[src/cerl_pkg.sv]
`timescale 1ns / 1ps
`default_nettype none
// ----------------------------------------------------------------------------
// cerl_pkg: shared types and constants of the cross-entropy row loss block
// Command struct, controller states, status codes, register indexes and the
// ln(1+x) lookup table used by the log datapath.
// ----------------------------------------------------------------------------
package cerl_pkg;

  // field widths fixed by the stream format
  localparam int CLASS_W    = 10;
  localparam int COUNT_W    = 11;
  localparam int LOSS_W     = 20;
  localparam int STATUS_W   = 2;
  localparam int OUT_DATA_W = 24;
  localparam int CFG_IDX_W  = 1;

  // register indexes on the config port
  localparam logic [CFG_IDX_W-1:0] CFG_TARGET_MODE = 1'b0;
  localparam logic [CFG_IDX_W-1:0] CFG_CLASS_COUNT = 1'b1;

  // target modes
  localparam logic MODE_SPARSE  = 1'b0;
  localparam logic MODE_ONE_HOT = 1'b1;

  // row status codes
  localparam logic [STATUS_W-1:0] ST_OK        = 2'd0;
  localparam logic [STATUS_W-1:0] ST_BAD_INDEX = 2'd1;
  localparam logic [STATUS_W-1:0] ST_NO_HOT    = 2'd2;
  localparam logic [STATUS_W-1:0] ST_MULTI_HOT = 2'd3;

  // log arithmetic
  localparam int             TBL_W    = 16;
  localparam int             TIDX_W   = 5;
  localparam int             TFRAC_W  = 16;
  localparam int             DIFF_W   = 11;
  localparam int             PROD_W   = DIFF_W + TFRAC_W;
  localparam int             BIG_W    = 22;
  localparam logic [TBL_W-1:0]  LN2_Q16  = 16'd45426;
  localparam logic [LOSS_W-1:0] LOSS_MAX = 20'hFFFFF;

  // round(ln(1 + i/32) * 65536), i = 0..32
  localparam logic [TBL_W-1:0] LN_TABLE [0:32] = '{
    16'd0,     16'd2017,  16'd3973,  16'd5873,  16'd7719,  16'd9515,
    16'd11262, 16'd12965, 16'd14624, 16'd16242, 16'd17821, 16'd19364,
    16'd20870, 16'd22343, 16'd23783, 16'd25193, 16'd26573, 16'd27924,
    16'd29248, 16'd30546, 16'd31818, 16'd33067, 16'd34292, 16'd35494,
    16'd36675, 16'd37835, 16'd38975, 16'd40095, 16'd41196, 16'd42280,
    16'd43345, 16'd44394, 16'd45426
  };

  // controller states
  typedef enum logic [1:0] {
    S_COLLECT,
    S_NORM,
    S_MUL,
    S_SUM
  } state_t;

  // controller to datapath commands
  typedef struct packed {
    logic take;      // input request accepted this cycle
    logic norm_en;   // load normalize stage
    logic mul_en;    // load table and multiply stage
    logic out_load;  // load output payload
  } ctrl_cmd_t;

endpackage
`default_nettype wire

[src/cerl_ctrl.sv]
`timescale 1ns / 1ps
`default_nettype none
// ----------------------------------------------------------------------------
// cerl_ctrl: sequencing controller
// Collects a row one request per cycle, then steps the log datapath through
// its three stages and hands the result to the output register.
// ----------------------------------------------------------------------------
module cerl_ctrl
  import cerl_pkg::*;
(
  input  wire logic clk,
  input  wire logic rst,
  input  wire logic s_tvalid,
  input  wire logic s_tlast,
  output logic      s_tready,
  output logic      m_tvalid,
  input  wire logic m_tready,
  output ctrl_cmd_t cmd
);

  state_t state, state_next;
  logic   out_valid;

  // state register
  always_ff @(posedge clk) begin
    if (rst) begin
      state <= S_COLLECT;
    end else begin
      state <= state_next;
    end
  end

  // next state and commands
  always_comb begin
    state_next   = state;
    s_tready     = 1'b0;
    cmd          = '0;
    unique case (state)
      S_COLLECT: begin
        // input stays closed while in reset
        s_tready = ~rst;
        cmd.take = s_tvalid & ~rst;
        if (cmd.take && s_tlast) begin
          state_next = S_NORM;
        end
      end
      S_NORM: begin
        cmd.norm_en = 1'b1;
        state_next  = S_MUL;
      end
      S_MUL: begin
        cmd.mul_en = 1'b1;
        state_next = S_SUM;
      end
      S_SUM: begin
        // wait until the output register is free
        if (!out_valid || m_tready) begin
          cmd.out_load = 1'b1;
          state_next   = S_COLLECT;
        end
      end
      default: state_next = S_COLLECT;
    endcase
  end

  // output valid flag
  always_ff @(posedge clk) begin
    if (rst) begin
      out_valid <= 1'b0;
    end else begin
      out_valid <= cmd.out_load | (out_valid & ~m_tready);
    end
  end

  assign m_tvalid = out_valid;

  // a pending result is never overwritten
  a_no_overwrite: assert property (@(posedge clk) disable iff (rst)
    cmd.out_load |-> (!out_valid || m_tready))
    else $error("result overwritten while pending");

  // row end closes the input until the log is done
  a_row_end_stall: assert property (@(posedge clk) disable iff (rst)
    (s_tvalid && s_tready && s_tlast) |=> !s_tready)
    else $error("input open during log computation");

  // a loaded result shows as valid next cycle
  a_load_valid: assert property (@(posedge clk) disable iff (rst)
    cmd.out_load |=> m_tvalid)
    else $error("loaded result not presented");

endmodule
`default_nettype wire

[src/cerl_row.sv]
`timescale 1ns / 1ps
`default_nettype none
// ----------------------------------------------------------------------------
// cerl_row: row tracking datapath
// Counts columns, picks the true-class prediction and works out the row
// status; at row end it latches both and clears for the next row.
// ----------------------------------------------------------------------------
module cerl_row
  import cerl_pkg::*;
#(
  parameter int MAX_CLASSES    = 1024,
  parameter int PROB_FRAC_BITS = 16
) (
  input  wire logic                      clk,
  input  wire logic                      rst,
  input  wire logic                      take,
  input  wire logic                      target_mode,
  input  wire logic [COUNT_W-1:0]        class_count,
  input  wire logic [PROB_FRAC_BITS:0]   probability,
  input  wire logic [CLASS_W-1:0]        true_class,
  input  wire logic                      hot_bit,
  input  wire logic                      row_end,
  output logic      [PROB_FRAC_BITS:0]   fin_prob,
  output logic      [STATUS_W-1:0]       fin_status
);

  localparam int PW = $clog2(MAX_CLASSES + 1);
  localparam int EW = (PW > COUNT_W) ? PW : COUNT_W;

  logic [PW-1:0]             column_position;
  logic [PROB_FRAC_BITS:0]   chosen_probability;
  logic                      chosen_valid;
  logic [1:0]                hot_seen;
  logic [CLASS_W-1:0]        row_target;

  logic [PROB_FRAC_BITS:0]   chosen_probability_next;
  logic                      chosen_valid_next;
  logic [1:0]                hot_seen_next;
  logic [CLASS_W-1:0]        row_target_next;
  logic [PW-1:0]             column_position_next;
  logic [EW-1:0]             eff;
  logic [EW-1:0]             col_e;
  logic [EW-1:0]             tgt_e;
  logic                      in_range;
  logic [STATUS_W-1:0]       status;

  // effective class count and compare operands
  always_comb begin
    eff   = (EW'(class_count) > EW'(MAX_CLASSES)) ? EW'(MAX_CLASSES) : EW'(class_count);
    col_e = EW'(column_position);
  end

  // per-item update
  always_comb begin
    row_target_next         = (column_position == '0) ? true_class : row_target;
    tgt_e                   = EW'(row_target_next);
    in_range                = col_e < eff;
    chosen_probability_next = chosen_probability;
    chosen_valid_next       = chosen_valid;
    hot_seen_next           = hot_seen;
    if (in_range) begin
      if (target_mode == MODE_SPARSE) begin
        if (col_e == tgt_e) begin
          chosen_probability_next = probability;
          chosen_valid_next       = 1'b1;
        end
      end else if (hot_bit) begin
        if (hot_seen == 2'd0) begin
          chosen_probability_next = probability;
          chosen_valid_next       = 1'b1;
        end
        if (hot_seen < 2'd2) begin
          hot_seen_next = hot_seen + 2'd1;
        end
      end
    end
    // column count saturates at the maximum
    column_position_next = column_position;
    if (EW'(column_position) < EW'(MAX_CLASSES)) begin
      column_position_next = column_position + PW'(1);
    end
  end

  // row status at row end
  always_comb begin
    status = ST_OK;
    if (target_mode == MODE_SPARSE) begin
      if (tgt_e >= eff || !chosen_valid_next) begin
        status = ST_BAD_INDEX;
      end
    end else begin
      if (hot_seen_next == 2'd0) begin
        status = ST_NO_HOT;
      end else if (hot_seen_next >= 2'd2) begin
        status = ST_MULTI_HOT;
      end else if (!chosen_valid_next) begin
        status = ST_NO_HOT;
      end
    end
  end

  // row state
  always_ff @(posedge clk) begin
    if (rst) begin
      column_position    <= '0;
      chosen_probability <= '0;
      chosen_valid       <= 1'b0;
      hot_seen           <= 2'd0;
      row_target         <= '0;
    end else if (take) begin
      if (row_end) begin
        column_position    <= '0;
        chosen_probability <= '0;
        chosen_valid       <= 1'b0;
        hot_seen           <= 2'd0;
        row_target         <= '0;
      end else begin
        column_position    <= column_position_next;
        chosen_probability <= chosen_probability_next;
        chosen_valid       <= chosen_valid_next;
        hot_seen           <= hot_seen_next;
        row_target         <= row_target_next;
      end
    end
  end

  // latched row outcome for the log stages
  always_ff @(posedge clk) begin
    if (take && row_end) begin
      fin_prob   <= chosen_probability_next;
      fin_status <= status;
    end
  end

endmodule
`default_nettype wire

[src/cerl_log.sv]
`timescale 1ns / 1ps
`default_nettype none
// ----------------------------------------------------------------------------
// cerl_log: -ln(p) datapath
// Three stages: clip and leading-one search; normalize, table read and
// interpolation multiply; combine with the exponent term and saturate.
// ----------------------------------------------------------------------------
module cerl_log
  import cerl_pkg::*;
#(
  parameter int PROB_FRAC_BITS = 16
) (
  input  wire logic                    clk,
  input  wire logic                    norm_en,
  input  wire logic                    mul_en,
  input  wire logic                    out_load,
  input  wire logic [PROB_FRAC_BITS:0] fin_prob,
  input  wire logic [STATUS_W-1:0]     fin_status,
  output logic      [LOSS_W-1:0]       loss_value,
  output logic      [STATUS_W-1:0]     row_status
);

  localparam int PFB = PROB_FRAC_BITS;
  localparam int MW  = $clog2(PFB);
  localparam int FW  = PFB - 1;
  localparam int NW  = (FW > TIDX_W + TFRAC_W) ? FW : TIDX_W + TFRAC_W;
  localparam logic [PFB:0] ONE = (PFB + 1)'(1) << PFB;

  // stage 1 signals
  logic [PFB:0]          pc;
  logic [MW-1:0]         lead;
  logic [PFB-1:0]        n_p;
  logic [MW-1:0]         n_m;
  logic                  n_zero;
  logic [STATUS_W-1:0]   n_status;

  // stage 2 signals
  logic [MW-1:0]         sh;
  logic [PFB-1:0]        x;
  logic [NW-1:0]         fw;
  logic [TIDX_W-1:0]     idx;
  logic [TFRAC_W-1:0]    t;
  logic [TBL_W-1:0]      base;
  logic [TBL_W-1:0]      diff;
  logic [TBL_W-1:0]      m_base;
  logic [PROD_W-1:0]     m_prod;
  logic [MW-1:0]         m_m;
  logic                  m_zero;
  logic [STATUS_W-1:0]   m_status;

  // stage 3 signals
  logic [MW:0]           scale;
  logic [BIG_W-1:0]      v;
  logic [BIG_W-1:0]      big;
  logic [LOSS_W-1:0]     loss_next;

  // clip 0 and 1.0 into [1 LSB, 1 - 1 LSB] and find the leading one
  always_comb begin
    pc = fin_prob;
    if (fin_prob == '0) begin
      pc = (PFB + 1)'(1);
    end else if (fin_prob == ONE) begin
      pc = ONE - (PFB + 1)'(1);
    end
    lead = '0;
    for (int k = 0; k < PFB; k++) begin
      if (pc[k]) begin
        lead = MW'(k);
      end
    end
  end

  always_ff @(posedge clk) begin
    if (norm_en) begin
      n_p      <= pc[PFB-1:0];
      n_m      <= lead;
      n_zero   <= (fin_prob > ONE) || (fin_status != ST_OK);
      n_status <= fin_status;
    end
  end

  // normalize, read table, interpolation product
  always_comb begin
    sh   = MW'(PFB - 1) - n_m;
    x    = n_p << sh;
    fw   = NW'(x[FW-1:0]) << (NW - FW);
    idx  = fw[NW-1 -: TIDX_W];
    t    = fw[NW-1-TIDX_W -: TFRAC_W];
    base = LN_TABLE[{1'b0, idx}];
    diff = LN_TABLE[{1'b0, idx} + 6'd1] - base;
  end

  always_ff @(posedge clk) begin
    if (mul_en) begin
      m_base   <= base;
      m_prod   <= diff[DIFF_W-1:0] * t;
      m_m      <= n_m;
      m_zero   <= n_zero;
      m_status <= n_status;
    end
  end

  // exponent term minus fraction log, saturated
  always_comb begin
    scale = (MW + 1)'(PFB) - {1'b0, m_m};
    v     = BIG_W'(m_base) + BIG_W'(m_prod[PROD_W-1:TFRAC_W]);
    big   = BIG_W'(scale) * BIG_W'(LN2_Q16) - v;
    if (m_zero) begin
      loss_next = '0;
    end else if (big > BIG_W'(LOSS_MAX)) begin
      loss_next = LOSS_MAX;
    end else begin
      loss_next = big[LOSS_W-1:0];
    end
  end

  // output payload register
  always_ff @(posedge clk) begin
    if (out_load) begin
      loss_value <= loss_next;
      row_status <= m_status;
    end
  end

endmodule
`default_nettype wire

[src/cross_entropy_row_loss_top.sv]
`timescale 1ns / 1ps
`default_nettype none
// ----------------------------------------------------------------------------
// cross_entropy_row_loss_top: per-row categorical cross-entropy loss
// Streams class probabilities a row at a time and returns -ln(p) of the
// true class in Q4.16 with a row status.
// ----------------------------------------------------------------------------
//  channel | dir | handshake          | payload
//  s_*     | in  | s_tvalid/s_tready  | tdata: probability, true_class
//          |     |                    | tuser: hot_bit; tlast: row_end
//  m_*     | out | m_tvalid/m_tready  | tdata: loss_value; tuser: row_status
//  cfg_*   | in  | cfg_valid/cfg_ready| cfg_index, cfg_data
//
//  One request per cycle inside a row; after the row-end request the input
//  closes while the log datapath steps through its normalize, multiply and
//  sum states and reopens when the result goes into the output register.
//  The result waits in an output register; the next row is collected while
//  it waits, and the log stage holds at its last step if it is still unread.
//  rst is synchronous and clears the row state and config to defaults.
// ----------------------------------------------------------------------------
module cross_entropy_row_loss_top
  import cerl_pkg::*;
#(
  parameter int MAX_CLASSES    = 1024,
  parameter int PROB_FRAC_BITS = 16
) (
  input  wire logic                 clk,
  input  wire logic                 rst,
  // input stream
  input  wire logic                 s_tvalid,
  output logic                      s_tready,
  input  wire logic [((PROB_FRAC_BITS+1+CLASS_W+7)/8)*8-1:0] s_tdata,
    // probability, true_class, zero pad
  input  wire logic                 s_tuser,   // hot_bit
  input  wire logic                 s_tlast,   // row_end
  // result stream
  output logic                      m_tvalid,
  input  wire logic                 m_tready,
  output logic [OUT_DATA_W-1:0]     m_tdata,   // loss_value, zero pad
  output logic [STATUS_W-1:0]       m_tuser,   // row_status
  // config writes
  input  wire logic                 cfg_valid,
  output logic                      cfg_ready,
  input  wire logic [CFG_IDX_W-1:0] cfg_index,
  input  wire logic [COUNT_W-1:0]   cfg_data
);

  localparam int PFB = PROB_FRAC_BITS;

  ctrl_cmd_t           cmd;
  logic                target_mode;
  logic [COUNT_W-1:0]  class_count;
  logic [PFB:0]        fin_prob;
  logic [STATUS_W-1:0] fin_status;
  logic [LOSS_W-1:0]   loss_value;
  logic [STATUS_W-1:0] row_status;

  // config registers, closed while in reset
  assign cfg_ready = ~rst;

  always_ff @(posedge clk) begin
    if (rst) begin
      target_mode <= MODE_SPARSE;
      class_count <= COUNT_W'(10);
    end else if (cfg_valid) begin
      unique case (cfg_index)
        CFG_TARGET_MODE: target_mode <= cfg_data[0];
        CFG_CLASS_COUNT: class_count <= cfg_data;
        default: ;
      endcase
    end
  end

  cerl_ctrl u_ctrl (
    .clk      (clk),
    .rst      (rst),
    .s_tvalid (s_tvalid),
    .s_tlast  (s_tlast),
    .s_tready (s_tready),
    .m_tvalid (m_tvalid),
    .m_tready (m_tready),
    .cmd      (cmd)
  );

  cerl_row #(
    .MAX_CLASSES    (MAX_CLASSES),
    .PROB_FRAC_BITS (PROB_FRAC_BITS)
  ) u_row (
    .clk         (clk),
    .rst         (rst),
    .take        (cmd.take),
    .target_mode (target_mode),
    .class_count (class_count),
    .probability (s_tdata[PFB:0]),
    .true_class  (s_tdata[PFB+CLASS_W:PFB+1]),
    .hot_bit     (s_tuser),
    .row_end     (s_tlast),
    .fin_prob    (fin_prob),
    .fin_status  (fin_status)
  );

  cerl_log #(
    .PROB_FRAC_BITS (PROB_FRAC_BITS)
  ) u_log (
    .clk        (clk),
    .norm_en    (cmd.norm_en),
    .mul_en     (cmd.mul_en),
    .out_load   (cmd.out_load),
    .fin_prob   (fin_prob),
    .fin_status (fin_status),
    .loss_value (loss_value),
    .row_status (row_status)
  );

  assign m_tdata = {(OUT_DATA_W - LOSS_W)'(0), loss_value};
  assign m_tuser = row_status;

endmodule
`default_nettype wire
[config.mk]
export PLATFORM = sky130hd
export DESIGN_NAME = cross_entropy_row_loss_top
export DESIGN_NICKNAME = d
export VERILOG_FILES = /design/src/cerl_pkg.sv /design/src/cerl_ctrl.sv /design/src/cerl_row.sv /design/src/cerl_log.sv /design/src/cross_entropy_row_loss_top.sv
export SDC_FILE = /design/constraint.sdc
export NUM_CORES = 1
export LEC_CHECK = 0
export ABC_AREA = 0
export BUFFER_PORTS_ARGS = -buffer_cell sky130_fd_sc_hd__buf_2
export CAP_MARGIN = 10
export CORE_ASPECT_RATIO = 1.1
export CORE_MARGIN = 2
export CORE_UTILIZATION = 64
export CTS_CLUSTER_DIAMETER = 60
export CTS_CLUSTER_SIZE = 20
export DETAILED_ROUTE_END_ITERATION = 7
export MAX_ROUTING_LAYER = met4
export PLACE_DENSITY = 0.83
export SYNTH_ARGS = -nofsm -noshare
export SYNTH_HDL_FRONTEND = slang
export SYNTH_SLANG_ARGS = --single-unit
[constraint.sdc]
create_clock -name clk -period 13.9 [get_ports clk]
set_clock_uncertainty 0.1 [all_clocks]
set_input_delay 1.39 -clock clk [delete_from_list [all_inputs] [get_ports clk]]
set_output_delay 1.39 -clock clk [all_outputs]
set_load 0.01 [all_outputs]
# Word level (Yosys, flattened, before mapping)
# Memories as Yosys holds them, arrays and structs flattened.
# Index checks and enable logic that the tools add are counted.
[word_totals]
output_inout_bits = 29
regBits = 164
elab_cells = 143
mem_bits_ro = 2048
n_memories = 2
ram_bits = 0
input_bits = 51
latchBits = 0
[classes]
n_shift = 1
reduce_logical = 22
bitwise_logic = 8
order_cmp = 10
eq_ne = 7
n_mul = 2
n_div = 0
add_sub_neg = 8
n_mux = 57
[memory_table]
columns = ["memory", "words", "word_bits", "rd", "rd_ports_with_merged_regs", "write_ports", "line_no", "source"]
rows = [
  ["(name not given)", 64, 16, 1, 0, 0, "cerl_log.sv:89", "base = LN_TABLE[{1'b0, idx}];"],
  ["(name not given)", 64, 16, 1, 0, 0, "cerl_log.sv:90", "diff = LN_TABLE[{1'b0, idx} + 6'd1] - base;"],
]
[op_table]
columns = ["op", "n"]
rows = [
  ["17-bit 2-to-1 mux", 6],
  ["16-bit 2-to-1 mux", 4],
  ["11-bit 2-to-1 mux", 5],
  ["2-bit 2-to-1 mux", 15],
  ["3-bit 2-to-1 mux", 8],
  ["22-bit by 20-bit greater-than comparator with 1-bit output (second input constant)", 1],
  ["21-bit by 22-bit subtractor with 22-bit output", 1],
  ["11-bit by 10-bit multiplier with 21-bit output", 1],
  ["5-bit by 15-bit multiplier with 20-bit output (second input constant)", 1],
  ["10-bit 2-to-1 mux", 2],
  ["20-bit 2-to-1 mux", 1],
  ["16-bit by 11-bit adder with 17-bit output", 1],
  ["17-bit == test (second input constant)", 1],
  ["17-bit greater-than comparator (second input constant)", 1],
  ["17-bit zero test", 1],
  ["16-bit by 4-bit left shift with 15-bit output", 1],
  ["1-bit 2-to-1 mux", 15],
  ["7-bit greater-or-equal comparator (second input constant)", 2],
  ["11-bit by 1-bit adder with 11-bit output (second input constant)", 1],
  ["11-bit by 10-bit == test with 1-bit output", 1],
  ["10-bit by 11-bit greater-or-equal comparator with 1-bit output", 1],
  ["11-bit greater-than comparator (second input constant)", 1],
  ["11-bit zero test", 1],
  ["11-bit < comparator", 1],
  ["26 further kinds", 42],
]

# Depth between registers and ports, before layout
[logic_depth]
word_depth = 17
ltp_mapped = 47
ltp_nobuf = 41

# Hierarchy
# Synthesis repeated with hierarchy kept, for this count alone.
[hier_totals]
cells_unflattened = 1680
hier_area_um2 = 15521.1
[by_module_without_submodules]
columns = ["module", "area_each_um2", "cells_per_inst", "n_inst", "seq_area_each_um2"]
rows = [
  ["cerl_log", 11292.1, 1252, 1, 2342.2],
  ["cerl_row", 3449.6, 355, 1, 1391.3],
  ["cross_entropy_row_loss_top", 546.8, 49, 1, 240.2],
  ["cerl_ctrl", 232.7, 24, 1, 60.1],
]

# Worst setup path before layout
# Ideal clock, no wire load.
[synth_path]
path_kind = "register to register"
startpoint = "register u_log.n_m[1]"
endpoint = "register u_log.m_prod[26], data pin"
t_required_ns = 13.541
synth_period_minus_slack_ns = 10.147
path_stages_with_launch = 45
t_arrival_ns = 9.788
setup_slack_ns = 3.753
setup_time_ns = 0.259
n_path_buf = 6
path_cell_list = "edfxtp_1 > buf_6 > buf_6 > mux2_2 > mux2i_1 > o221a_1 > buf_4 > inv_1 > clkbuf_1 > ha_1 > inv_1 > ha_1 > clkbuf_1 > clkbuf_1 > nor2_1 > o211ai_1 > o211ai_1 > ha_1 > [... 9 more ...] > fa_1 > inv_1 > fa_1 > fa_1 > fa_1 > inv_1 > fa_1 > inv_1 > ha_1 > a21o_1 > a21o_1 > a21o_1 > a31oi_1 > a311oi_1 > o21ai_1 > nand2b_1 > a21oi_1 > xnor2_1"
[synth_between]
elab_chain_len = 9
elab_cells_between_ends = 13
cone_classes = "3 x add/sub; 1 x mul; 1 x shift; 4 x mux; 2 x bitwise; 2 x memory"
[synth_rtl]
columns = ["item", "line_no", "source"]
rows = [
  ["start: declaration", "cerl_log.sv:33", "logic [MW-1:0] n_m;"],
  ["start signal: assignment", "cerl_log.sv:76", "n_m <= lead;"],
  ["4-bit subtractor *", "cerl_log.sv:84", "sh = MW'(PFB - 1) - n_m;"],
  ["16-bit by 4-bit left shift with 15-bit output *", "cerl_log.sv:85", "x = n_p << sh;"],
  ["5-bit by 1-bit adder with 6-bit output", "cerl_log.sv:90", ""],
  ["6-bit NOT with 7-bit output (not written as such)", "cerl_log.sv:90", ""],
  ["memory read 64 x 16 bit", "--", ""],
  ["11-bit 2-to-1 mux (not written as such) (2 in series)", "cerl_log.sv:90", ""],
  ["11-bit subtractor", "cerl_log.sv:90", ""],
  ["11-bit by 10-bit multiplier with 21-bit output *", "cerl_log.sv:96", "m_prod <= diff[DIFF_W-1:0] * t;"],
  ["end signal: assignment", "cerl_log.sv:96", ""],
  ["end: declaration", "cerl_log.sv:46", "logic [PROD_W-1:0] m_prod;"],
]
# Every way passes the cells marked *; elsewhere a longest branch is shown, timed or not. The select of a mux whose other input is x is not followed.
# A chain may end at the register's enable or synchronous reset.

# Worst setup path in the final report
# Ends and elaborated chain as after synthesis.

==> impl_metrics.csv <==
group,metric,value,unit
die,dieArea,24800,um^2
clocking,htreeDepth,4,
clocking,root_buffer,"clkbuf_16",
sta,fin_crit,12400,ps
detailed_routing,route.detailed.wl_per_inst,17.7,um
clocking,hold_buffers,0,
die,coreArea,23000,um^2
sta,tns,0,ps
critical_path,cpMostUsedCell,"inv_1",
clocking,cts_buffers,17,
clocking,clk_latency,450,ps
die,io_pins,80,
logic_synthesis,synth_area_leader_cell,"edfxtp_1",
clocking,numClockSinks,153,
logic_synthesis,postSynthCellCount,1682,
grt,grt_pass1_vias,12362,
detailed_routing,initialDrtViolationCount,700,
clocking,cts_resized,0,
layout,n_antenna_cell,0,
critical_path,cp_max_fo,29,
logic_synthesis,ys.warnings.count,0,
logic_synthesis,syn_area,15100,um^2
die,die_h,165,um
grt,grt_first_pass_wirelength,60.0,mm
sta,drv_slew,0,
detailed_routing,finalWirelength,36.0,mm
logic_synthesis,avgSynthCellArea,8.98,um^2
sta,setup_viol,0,
grt,antenna_found_initial,0,
clocking,path_clk_slew,80,ps
logic_synthesis,synth_top_area_share,19.3,%
critical_path,path_delay_family,"adder cells",
sta,hold_viol,0,
logic_synthesis,synth-edff-count,97,
grt,grt_overflow,0,
sta,max_clock_freq,80.6,MHz
sta,worst_pin_slew,1050,ps
die,die_w,150,um
detailed_routing,vias,12475,
logic_synthesis,synth_cell_types,97,
critical_path,cpPeakStageDelay,920,ps
critical_path,cp-end-kind,"flip-flop",
critical_path,required,14000,ps
sta,min_period_over_period,89.2,%
die,rows,58,
critical_path,startpoint_type,"flip-flop",
critical_path,path_class,"reg2reg",
place,gp_congestion,0.943,
logic_synthesis,synthTopCellsByArea,"edfxtp_1 (19%), ha_1 (14%), fa_1 (11%), dfxtp_1 (7.4%), nor2_1 (4.7%)",
clocking,cts_tree,"done",
logic_synthesis,seq_area_frac_synth,26.7,%
layout,area_delta_synth_final,7.35,%
hold_path,min_path_type,"reg2reg",
die,start_util,65.6,%
place,dp_hpwl,27.0,mm
critical_path,path_buf_inv,7,
flow_run,drv_cap,0,
logic_synthesis,yosys_most_used_dff,"edfxtp_1",
layout,drive_gt1_share,10.9,%
critical_path,critPathSlowestCell,"edfxtp_1",
detailed_routing,first_pass_iters,5,
clocking,cts_buffer_depth,2,
critical_path,worst-endpoint-arrival,12500,ps
logic_synthesis,synth-async-reset-ratio,0,%
detailed_routing,drt.antenna.violating_nets,0,
layout,final_net_count,2014,
sta,relSlewSlack,29.6,%
grt,grt_use_total,31.2,%
logic_synthesis,ys_ff_latch,153,
place,port_buffers,70,
run_status,status,"complete, no violations",
clocking,cts_setup_buffers,0,
detailed_routing,drcViolationCount,0,
sta,rsz0062_at_grt,"false",
detailed_routing,via_per_inst,6.15,
grt,grt_max_degree,36,
-- final timing paths --
kind / from / end / slack [ps] / depth (start not counted)
min: u_log.m_status[1]$_DFFE_PP_ / u_log.row_status[1]$_DFFE_PP_ / 320 / 0
max reg2reg: u_log.n_m[1]$_SDFFCE_PP1N_ / u_log.m_prod[26]$_DFFE_PP_ / 1500 / 40
max: u_log.n_m[1]$_SDFFCE_PP1N_ / u_log.m_prod[26]$_DFFE_PP_ / 1500 / 40
min reg2reg: u_log.m_status[1]$_DFFE_PP_ / u_log.row_status[1]$_DFFE_PP_ / 320 / 0
-- placed cells by master, fill, tap and decap left out, drive strengths merged, types with 31 or more instances in the layout --
master and instances:
o21ai 77, edfxtp 97, nand3 36, ha 164, a21oi 119, dfxtp 56
buf 81, fa 82, nor3 31, mux2 35, xnor2 43, xor2 36
nand2 158, nor2 191, inv 154, nand2b 40
-- logic make-up after synthesis --
| logic type | Yosys count | synth area share (%) |
|---|---|---|
| and+or+nand+nor | 553 | 17.1 |
| AOI/OAI and AO/OA | 387 | 16.9 |
| adders and majority gates | 246 | 24.5 |
| buffers and inverters | 213 | 5.90 |
| DFF | 153 | 26.7 |
| xor gates and xnor gates | 79 | 4.68 |
| muxes | 50 | 4.25 |
| other | 1 | 0.0248 |
-- flip-flops by register name (all words and copies together) (netlist names), 4 cells and up --
name                      cells
u_row.fin_prob               17
u_row.col_e                  11
u_log.m_base                 16
class_count                  11
u_row.row_target             10
u_row.chosen_probability     17
u_log.loss_value             20
u_log.n_p                    15
u_log.n_m                     4
u_log.m_m                     4
u_log.m_prod                 11
-- metal layers --
| metal | global-route usage (%) | part of all wire (%) | vias to the layer above |
|---|---|---|---|
| li1 | - | - | 5979 |
| met5 | - | 0 | - |
| met1 | 35.8 | 39 | 5915 |
| met4 | 11.7 | 3.5 | 0 |
| met3 | 4.97 | 6.4 | 95 |
| met2 | 54.8 | 51 | 486 |
-- cell type report --
type	count	area (um^2)
inverters	145	544
flip-flops and latches	153	4030
fillers	1743	6790
multi-input cells	1319	10200
clock buffers	17	425
well taps	300	375
clock inverters	15	209
repair buffers	81	433
-- synth_stat cells, types with 17 or more instances --
| cell type | n |
|---|---|
| edfxtp_1 | 97 |
| a21oi_1 | 117 |
| o21ai_0 | 75 |
| xor2_1 | 36 |
| a22o_1 | 18 |
| nand3_1 | 35 |
| o211ai_1 | 17 |
| nor2b_1 | 17 |
| nand2_1 | 156 |
| clkbuf_1 | 39 |
| mux2_2 | 26 |
| ha_1 | 164 |
| dfxtp_1 | 56 |
| a211oi_1 | 17 |
| inv_1 | 142 |
| fa_1 | 82 |
| nand2b_1 | 40 |
| nor3_1 | 29 |
| nor2_1 | 191 |
| a21o_1 | 18 |
| xnor2_1 | 41 |
-- worst reg2reg max path: cells and delay by family (launching register included) --
family	cells	cell delay [ps]
buf+inv	7	920
fa+ha+maj	9	4350
simple gates	6	960
mux	2	770
xor+xnor	2	570
compound gates	14	3560
flops	1	920
-- metrics by stage --
stage	cell area (um^2)	setup WS, ps	hold slack (ps)	cells	utilization [%]
2_1_floorplan	15100	3750	300	1685	-
3_3_place_gp	15600	2030	304	1998	67.7
3_5_place_dp	15600	1720	306	1998	67.7
4_1_cts	16200	1660	327	2030	70.5
5_1_grt	16200	511	330	2030	70.5
6_report	16200	1500	324	2030	70.5
Power is not shown: default switching activity piles up to over one toggle a cycle in this logic, so the estimate is an artifact.
